$ cat src/hdl/mtf_pkg.sv
package mtf_pkg;

   localparam int DATA_W        = 32;
   localparam int ENTRY_W       = 5;
   localparam int DEPTH_DEFAULT = 16;

   typedef enum logic [1:0] {
      OP_PUSH   = 2'd0,
      OP_POP    = 2'd1,
      OP_FIND   = 2'd2,
      OP_REMOVE = 2'd3
   } op_type;

   typedef enum logic [1:0] {
      STATUS_OK       = 2'd0,
      STATUS_EMPTY    = 2'd1,
      STATUS_FULL     = 2'd2,
      STATUS_NOTFOUND = 2'd3
   } status_type;

   typedef enum logic [2:0] {
      ACT_NONE,
      ACT_PUSH,
      ACT_POP,
      ACT_FIND,
      ACT_REMOVE
   } act_type;

   typedef struct packed {
      op_type                    op;
      logic signed [DATA_W-1:0] value;
   } req_type;

   typedef struct packed {
      status_type                status;
      logic                      found;
      logic signed [DATA_W-1:0] popped_value;
      logic [ENTRY_W-1:0]        entry_count;
   } rsp_type;

   typedef struct packed {
      logic    compare;
      logic    scan;
      logic    apply;
      act_type act;
   } cell_ctl_type;

endpackage

$ cat src/hdl/mtf_cell.sv
module mtf_cell (
   input  logic                              clock,
   input  mtf_pkg::cell_ctl_type             ctl,
   input  logic                              valid,
   input  logic signed [mtf_pkg::DATA_W-1:0] key,
   input  logic signed [mtf_pkg::DATA_W-1:0] front_data,
   input  logic signed [mtf_pkg::DATA_W-1:0] rear_data,
   input  logic                              chain_prev,
   output logic signed [mtf_pkg::DATA_W-1:0] data,
   output logic                              chain_out
);
   import mtf_pkg::*;

   logic signed [DATA_W-1:0] data_ff, data_in;
   logic                     hit_ff, hit_in;
   logic                     ahead_ff, ahead_in;

   always_comb begin
      hit_in   = hit_ff;
      ahead_in = ahead_ff;
      data_in  = data_ff;
      if (ctl.compare) begin
         hit_in   = valid && (data_ff == key);
         ahead_in = 1'b0;
      end
      if (ctl.scan) begin
         ahead_in = chain_prev;
      end
      if (ctl.apply) begin
         case (ctl.act)
            ACT_PUSH: begin
               data_in = front_data;
            end
            ACT_POP: begin
               data_in = rear_data;
            end
            ACT_FIND: begin
               if (!ahead_ff) begin
                  data_in = front_data;
               end
            end
            ACT_REMOVE: begin
               if (ahead_ff || hit_ff) begin
                  data_in = rear_data;
               end
            end
            default: begin
               data_in = data_ff;
            end
         endcase
      end
   end

   always_ff @(posedge clock) begin
      data_ff  <= data_in;
      hit_ff   <= hit_in;
      ahead_ff <= ahead_in;
   end

   assign data      = data_ff;
   assign chain_out = ahead_ff || hit_ff;

endmodule

$ cat src/hdl/move_to_front_list_core.sv
// Channel   Handshake             Payload             Direction
// request   start / busy          req_word (req_type) in
// response  rsp_strobe            rsp_word (rsp_type) out
//
// Push and pop go from accept straight to the list update state, which registers the strobe.
// Find and remove pass first through a compare state, in which every cell compares at once,
// then a scan state while the earlier-hit flag ripples down the cell row, then the update.
// One operation at a time; busy stays high through the list update cycle.
// Synchronous reset empties the list; entry values are not cleared.
// The response strobe lasts one cycle and cannot be held off.
module move_to_front_list_core #(
   parameter int DEPTH = mtf_pkg::DEPTH_DEFAULT
) (
   input  logic             clock,
   input  logic             reset,
   input  logic             start,
   output logic             busy,
   input  mtf_pkg::req_type req_word,
   output logic             rsp_strobe,
   output mtf_pkg::rsp_type rsp_word
);
   import mtf_pkg::*;

   localparam int CW = $clog2(DEPTH + 1);
   localparam int SW = $clog2(DEPTH);

   typedef enum logic [3:0] {
      ST_IDLE    = 4'b0001,
      ST_COMPARE = 4'b0010,
      ST_SCAN    = 4'b0100,
      ST_APPLY   = 4'b1000
   } state_type;

   state_type                state_ff, state_in;
   op_type                   op_ff, op_in;
   logic signed [DATA_W-1:0] value_ff, value_in;
   logic [CW-1:0]            count_ff, count_in;
   logic [SW-1:0]            scan_ff, scan_in;
   rsp_type                  rsp_ff, rsp_in;
   logic                     rsp_strobe_ff, rsp_strobe_in;

   cell_ctl_type             ctl;
   logic signed [DATA_W-1:0] data_w  [DEPTH];
   logic                     chain_w [DEPTH];
   logic                     accept;
   logic                     empty;
   logic                     full;
   logic                     found;

   assign accept = start && !busy;
   assign busy   = (state_ff != ST_IDLE);
   assign empty  = (count_ff == '0);
   assign full   = (count_ff == CW'(DEPTH));
   assign found  = chain_w[DEPTH-1];

   genvar gi;
   generate
      for (gi = 0; gi < DEPTH; gi++) begin : g_cell
         logic signed [DATA_W-1:0] front_d;
         logic signed [DATA_W-1:0] rear_d;
         logic                     prev_c;
         if (gi == 0) begin : g_head
            assign front_d = value_ff;
            assign prev_c  = 1'b0;
         end else begin : g_body
            assign front_d = data_w[gi-1];
            assign prev_c  = chain_w[gi-1];
         end
         if (gi == DEPTH - 1) begin : g_tail
            assign rear_d = data_w[gi];
         end else begin : g_inner
            assign rear_d = data_w[gi+1];
         end
         mtf_cell u_cell (
            .clock      (clock),
            .ctl        (ctl),
            .valid      (count_ff > CW'(gi)),
            .key        (value_ff),
            .front_data (front_d),
            .rear_data  (rear_d),
            .chain_prev (prev_c),
            .data       (data_w[gi]),
            .chain_out  (chain_w[gi])
         );
      end
   endgenerate

   always_comb begin
      state_in      = state_ff;
      op_in         = op_ff;
      value_in      = value_ff;
      count_in      = count_ff;
      scan_in       = scan_ff;
      rsp_in        = rsp_ff;
      rsp_strobe_in = 1'b0;
      ctl.compare   = 1'b0;
      ctl.scan      = 1'b0;
      ctl.apply     = 1'b0;
      ctl.act       = ACT_NONE;

      case (state_ff)
         ST_IDLE: begin
            if (accept) begin
               op_in    = req_word.op;
               value_in = req_word.value;
               if (req_word.op == OP_PUSH || req_word.op == OP_POP) begin
                  state_in = ST_APPLY;
               end else begin
                  state_in = ST_COMPARE;
               end
            end
         end
         ST_COMPARE: begin
            ctl.compare = 1'b1;
            scan_in     = SW'(DEPTH - 2);
            state_in    = ST_SCAN;
         end
         ST_SCAN: begin
            ctl.scan = 1'b1;
            if (scan_ff == '0) begin
               state_in = ST_APPLY;
            end else begin
               scan_in = scan_ff - 1'b1;
            end
         end
         ST_APPLY: begin
            ctl.apply           = 1'b1;
            rsp_in.status       = STATUS_OK;
            rsp_in.found        = 1'b0;
            rsp_in.popped_value = '0;
            case (op_ff)
               OP_PUSH: begin
                  if (full) begin
                     rsp_in.status = STATUS_FULL;
                  end else begin
                     ctl.act  = ACT_PUSH;
                     count_in = count_ff + 1'b1;
                  end
               end
               OP_POP: begin
                  if (empty) begin
                     rsp_in.status = STATUS_EMPTY;
                  end else begin
                     ctl.act             = ACT_POP;
                     rsp_in.popped_value = data_w[0];
                     count_in            = count_ff - 1'b1;
                  end
               end
               default: begin
                  if (empty) begin
                     rsp_in.status = STATUS_EMPTY;
                  end else if (!found) begin
                     rsp_in.status = STATUS_NOTFOUND;
                  end else begin
                     rsp_in.found = 1'b1;
                     if (op_ff == OP_FIND) begin
                        ctl.act = ACT_FIND;
                     end else begin
                        ctl.act  = ACT_REMOVE;
                        count_in = count_ff - 1'b1;
                     end
                  end
               end
            endcase
            rsp_in.entry_count = ENTRY_W'(count_in);
            rsp_strobe_in      = 1'b1;
            state_in           = ST_IDLE;
         end
         default: begin
            state_in = ST_IDLE;
         end
      endcase
   end

   always_ff @(posedge clock) begin
      if (reset) begin
         state_ff      <= ST_IDLE;
         count_ff      <= '0;
         rsp_strobe_ff <= 1'b0;
      end else begin
         state_ff      <= state_in;
         count_ff      <= count_in;
         rsp_strobe_ff <= rsp_strobe_in;
      end
   end

   always_ff @(posedge clock) begin
      op_ff    <= op_in;
      value_ff <= value_in;
      scan_ff  <= scan_in;
      rsp_ff   <= rsp_in;
   end

   assign rsp_strobe = rsp_strobe_ff;
   assign rsp_word   = rsp_ff;

   a_strobe_after_apply : assert property (@(posedge clock) disable iff (reset)
      rsp_strobe_ff |-> $past(state_ff == ST_APPLY))
      else $error("response strobe without list update");

   a_count_bound : assert property (@(posedge clock) disable iff (reset)
      count_ff <= CW'(DEPTH))
      else $error("entry count above depth");

   a_accept_busy : assert property (@(posedge clock) disable iff (reset)
      accept |=> busy)
      else $error("accepted word did not raise busy");

   a_found_ok : assert property (@(posedge clock) disable iff (reset)
      rsp_strobe_ff && rsp_ff.found |-> rsp_ff.status == STATUS_OK)
      else $error("found with failing status");

endmodule

$ cat config.mk
export PLATFORM = sky130hd
export DESIGN_NAME = move_to_front_list_core
export DESIGN_NICKNAME = d
export VERILOG_FILES = /design/src/hdl/mtf_pkg.sv /design/src/hdl/mtf_cell.sv /design/src/hdl/move_to_front_list_core.sv
export SDC_FILE = /design/constraint.sdc
export NUM_CORES = 1
export LEC_CHECK = 0
export ABC_CLOCK_PERIOD_IN_PS = 13400
export CELL_PAD_IN_SITES_DETAIL_PLACEMENT = 0
export CELL_PAD_IN_SITES_GLOBAL_PLACEMENT = 1
export CORE_ASPECT_RATIO = 1.25
export CORE_MARGIN = 1.5
export CORE_UTILIZATION = 60
export CTS_BUF_LIST = sky130_fd_sc_hd__clkbuf_2
export DETAILED_ROUTE_END_ITERATION = 16
export DONT_BUFFER_PORTS = 1
export PLACE_DENSITY_LB_ADDON = 0.1
export SLEW_MARGIN = 20
export SYNTH_ARGS = -nofsm -noshare
export SYNTH_HDL_FRONTEND = slang
export SYNTH_SLANG_ARGS = --single-unit
$ cat constraint.sdc
create_clock -name clock -period 13.4 [get_ports clock]
set_clock_uncertainty 0.05 [all_clocks]
set_input_delay 2.68 -clock clock [delete_from_list [all_inputs] [get_ports clock]]
set_output_delay 2.68 -clock clock [all_outputs]
set_load 0.01 [all_outputs]
==> flow_summary.json <==
{
  "status": "completed",
  "syn_nets": 2205,
  "ys_types": 54,
  "reg2reg_depth": 8,
  "power.share.clock_pct": 34.4,
  "die_h_um": 269,
  "grt_pass1_wl_um": 130000,
  "portBuffers": 0,
  "synthCells": 2161,
  "grt_max_degree": 141,
  "routed_wire_length_per_instance_um": 29.5,
  "grt_pass1_vias": 19300,
  "drt_pass1_iterations": 5,
  "period_share_pct": 36.5,
  "fp.dieW_um": 216,
  "avgSynthCellArea_um2": 15.7,
  "power_frac_comb_pct": 9.1,
  "cp_num_cells": 8,
  "muxShareOfSynthArea_pct": 20.3,
  "cp.required_ns": 14.42,
  "setup_ws_ns": 8.51,
  "cts.path.max_buffers": 3,
  "synth-simple-area-share_pct": 5.17,
  "synth_seq_cells": 631,
  "area_growth_pct": 5.40,
  "synth_top_family_by_area": "multiplexers",
  "fmax_ghz": 0.204,
  "drt-initial-drc-count": 1428,
  "power.density_nw_per_um2": 109,
  "crit_fanout": 140,
  "dp_hpwl_um": 68800,
  "cap_violations": 0,
  "crit_chain": "inv_1 -> ha_1 -> or4b_4 -> o211ai_4 -> or2_4 -> buf_12 -> buf_12 -> mux2_2",
  "cp_top_family": "buffers and inverters",
  "layout.cells.non_filler": 3082,
  "start_kind": "flop",
  "seq_power_share_pct": 56.6,
  "antenna_found_initial": 1,
  "drt_wl_total_um": 90800,
  "synth_edf_count": 621,
  "hold_viol": 0,
  "synth_compound_area_share_pct": 1.41,
  "slew_viol_final": 0,
  "grtUsageMet1_pct": 36.1,
  "die_area_um2": 58100,
  "clkLatencyLatePin_ns": 1.34,
  "rows": 97,
  "initial_core_util_pct": 60.7,
  "cp_num_buf_inv": 3,
  "fill_cells": 4212,
  "setup.worst_path.class": "reg2reg",
  "setup_viol": 0,
  "ys.flop_type": "edfxtp_1",
  "gr-usage-met3_pct": 4.70,
  "htreeDepth": 4,
  "cts_buffers": 158,
  "grt-ovfl-total": 0,
  "cts_sinks": 631,
  "dp_slack_ns": 8.62,
  "async_flop_share_pct": 0,
  "cts.repair.resized": 0,
  "cts_setup_buffers": 0,
  "drive_above_1_share_pct": 33.7,
  "cpMaxStageDelayCell": "or2_4",
  "ir_drop_mv": 0.0864,
  "cp_data_arrival_time_ns": 5.91,
  "track_usage_pct": 31.8,
  "gp_congestion": 0.999,
  "ant_nets": 0,
  "power_switching_share_pct": 27.2,
  "cpPeakStageDelay_ns": 0.81,
  "p_int_w": 0.00285,
  "met2_usage_pct": 53.6,
  "ys_seq_area_share_pct": 55.5,
  "cts.clk_slew.worst_paths_ns": 0.12,
  "pin_count": 79,
  "fin_crit_ns": 4.89,
  "place_inst": 2816,
  "hp-class": "reg2reg",
  "synth-warning-count": 0,
  "finalSetupTns_ns": 0,
  "p_switching_w": 0.00107,
  "slew_headroom_pct": 25.0,
  "num_vias": 18400,
  "vias_per_cell": 5.98,
  "rsz0062_at_grt": "no",
  "layout.nets": 2279,
  "synth-adder-area-share_pct": 0.258,
  "cts_tree": "yes",
  "cp_common_cell": "buf_12",
  "cts_hold_buffers": 0,
  "syn_area_um2": 34000,
  "crit_path_end_kind": "flop",
  "min_path_cells": 0,
  "power_leakage_nw": 13.8,
  "route.detailed.drc": 0,
  "coreArea_um2": 55900,
  "synthXorXnorAreaFrac_pct": 13.4,
  "grt.busiest_layer": "met2",
  "cts_root_buf": "clkbuf_2",
  "tightest_slew_ns": 1.12
}
[cell families (layout without fill, tap and decap cells)]
| kind of cell | Yosys count | after routing |
|---|---|---|
| flip-flops | 631 | 631 |
| XOR/XNOR | 519 | 519 |
| multiplexers | 480 | 480 |
| AND/OR/NAND/NOR | 308 | 308 |
| buffers and inverters | 150 | 328 |
| AO/OA/AOI/OAI | 66 | 66 |
| adder cells (fa/ha/maj) | 7 | 7 |
| other | 0 | 1 |
[sequential cells by signal (all words and copies together), names as in the netlist]
register / cells
g_cell.u_cell.data: 512
rsp_word: 40
g_cell.front_d: 32
g_cell.u_cell.hit_ff: 16
g_cell.u_cell.ahead_ff: 15
count_ff: 5
scan_ff: 4
state_ff: 4
op_ff: 2
rsp_strobe: 1
[cell type report]
type / count / area, um2 / area share, %
sequential: 631 / 18800 / 52.7
antenna: 1 / 2.50 / 0.00699
tap: 742 / 928 / 2.59
inverter: 11 / 41.3 / 0.115
timing repair buffer: 53 / 448 / 1.25
multi-input combinational: 1380 / 14100 / 39.4
clock buffer: 222 / 1110 / 3.10
clock inverter: 42 / 325 / 0.909
[cells in the final DEF (no fill, tap or decap), types with 3 or more instances in the layout]
cell         n
a2111oi_0    4
a211oi_1     4
a21o_1       3
a21oi_1     14
a221oi_4    14
and2_1      35
and3_1       4
buf_12       4
buf_4       49
bufinv_16    6
clkbuf_2   222
clkinv_1    31
dfxtp_1     10
edfxtp_1   621
ha_1         7
inv_1        9
inv_2        3
mux2_1       9
mux2_2      71
mux2_4     400
nand2_1     19
nand3_1     15
nand4_1     58
nor2_1      47
nor3_1       9
nor4_1     100
o21ai_0      8
xnor2_1    168
xor2_1     351
[stage by stage]
| stage | utilization [%] | hold slack (ns) | cell area [um2] | power [W] |
|---|---|---|---|---|
| floorplan | - | 0.413 | 34000 | 0.00247 |
| global placement | 61.4 | 0.426 | 34300 | 0.00261 |
| CTS | 63.9 | 0.444 | 35800 | 0.00395 |
| detailed placement | 61.4 | 0.429 | 34300 | 0.00261 |
| global route | 64.0 | 0.461 | 35800 | 0.00406 |
| finish | 64.0 | 0.441 | 35800 | 0.00392 |
[path summary, 6_finish.rpt]
check	from	endpoint	slack (ns)
worst max register to register	count_ff[1]	g_cell[14].u_cell.data[13]	8.51
worst max-delay path	count_ff[1]	g_cell[14].u_cell.data[13]	8.51
worst min register to register	g_cell[14].u_cell.data[27]	g_cell[15].u_cell.data[27]	0.44
worst min-delay path	g_cell[14].u_cell.data[27]	g_cell[15].u_cell.data[27]	0.44
[power by group through the flow]
stage,combinational (W),sequential [W],clock (W)
floorplan,0.000231,0.00224,0
global placement,0.000349,0.00226,0
detailed placement,0.000353,0.00226,0
CTS,0.000354,0.00222,0.00138
global route,0.000368,0.00222,0.00147
finish,0.000355,0.00222,0.00135
[cells in the mapped netlist (all sizes together), types with 9 or more instances]
library cell  count  area share [%]
buf              57             2.9
mux2            480              20
nand2            19            0.21
nand4            58             1.1
clkbuf           82            0.91
nor2             49            0.54
dfxtp            10            0.59
edfxtp          621              55
and2             35            0.64
o21ai             9            0.13
a21oi            16            0.25
nor3             10            0.15
xnor2           168             4.3
a221oi           15            0.39
xor2            351             9.1
nand3            15            0.22
nor4            100             1.8
inv              10            0.11
[worst register-to-register path, cell delays in order (launching register included)]
cell and delay, ns:
dfxtp_1 0.45, inv_1 0.21, ha_1 0.21, or4b_4 0.53
o211ai_4 0.16, or2_4 0.81, buf_12 0.75, buf_12 0.90
mux2_2 0.60
[per-layer routing]
layer / vias up / wire [um] / share of wire, %
li1: 8298 / - / -
met1: 9328 / 34200 / 38
met2: 605 / 45400 / 50
met3: 208 / 3300 / 3.6
met4: 0 / 7830 / 8.6
met5: - / 0 / 0
Note: power is estimated with default switching activity, not from simulation.
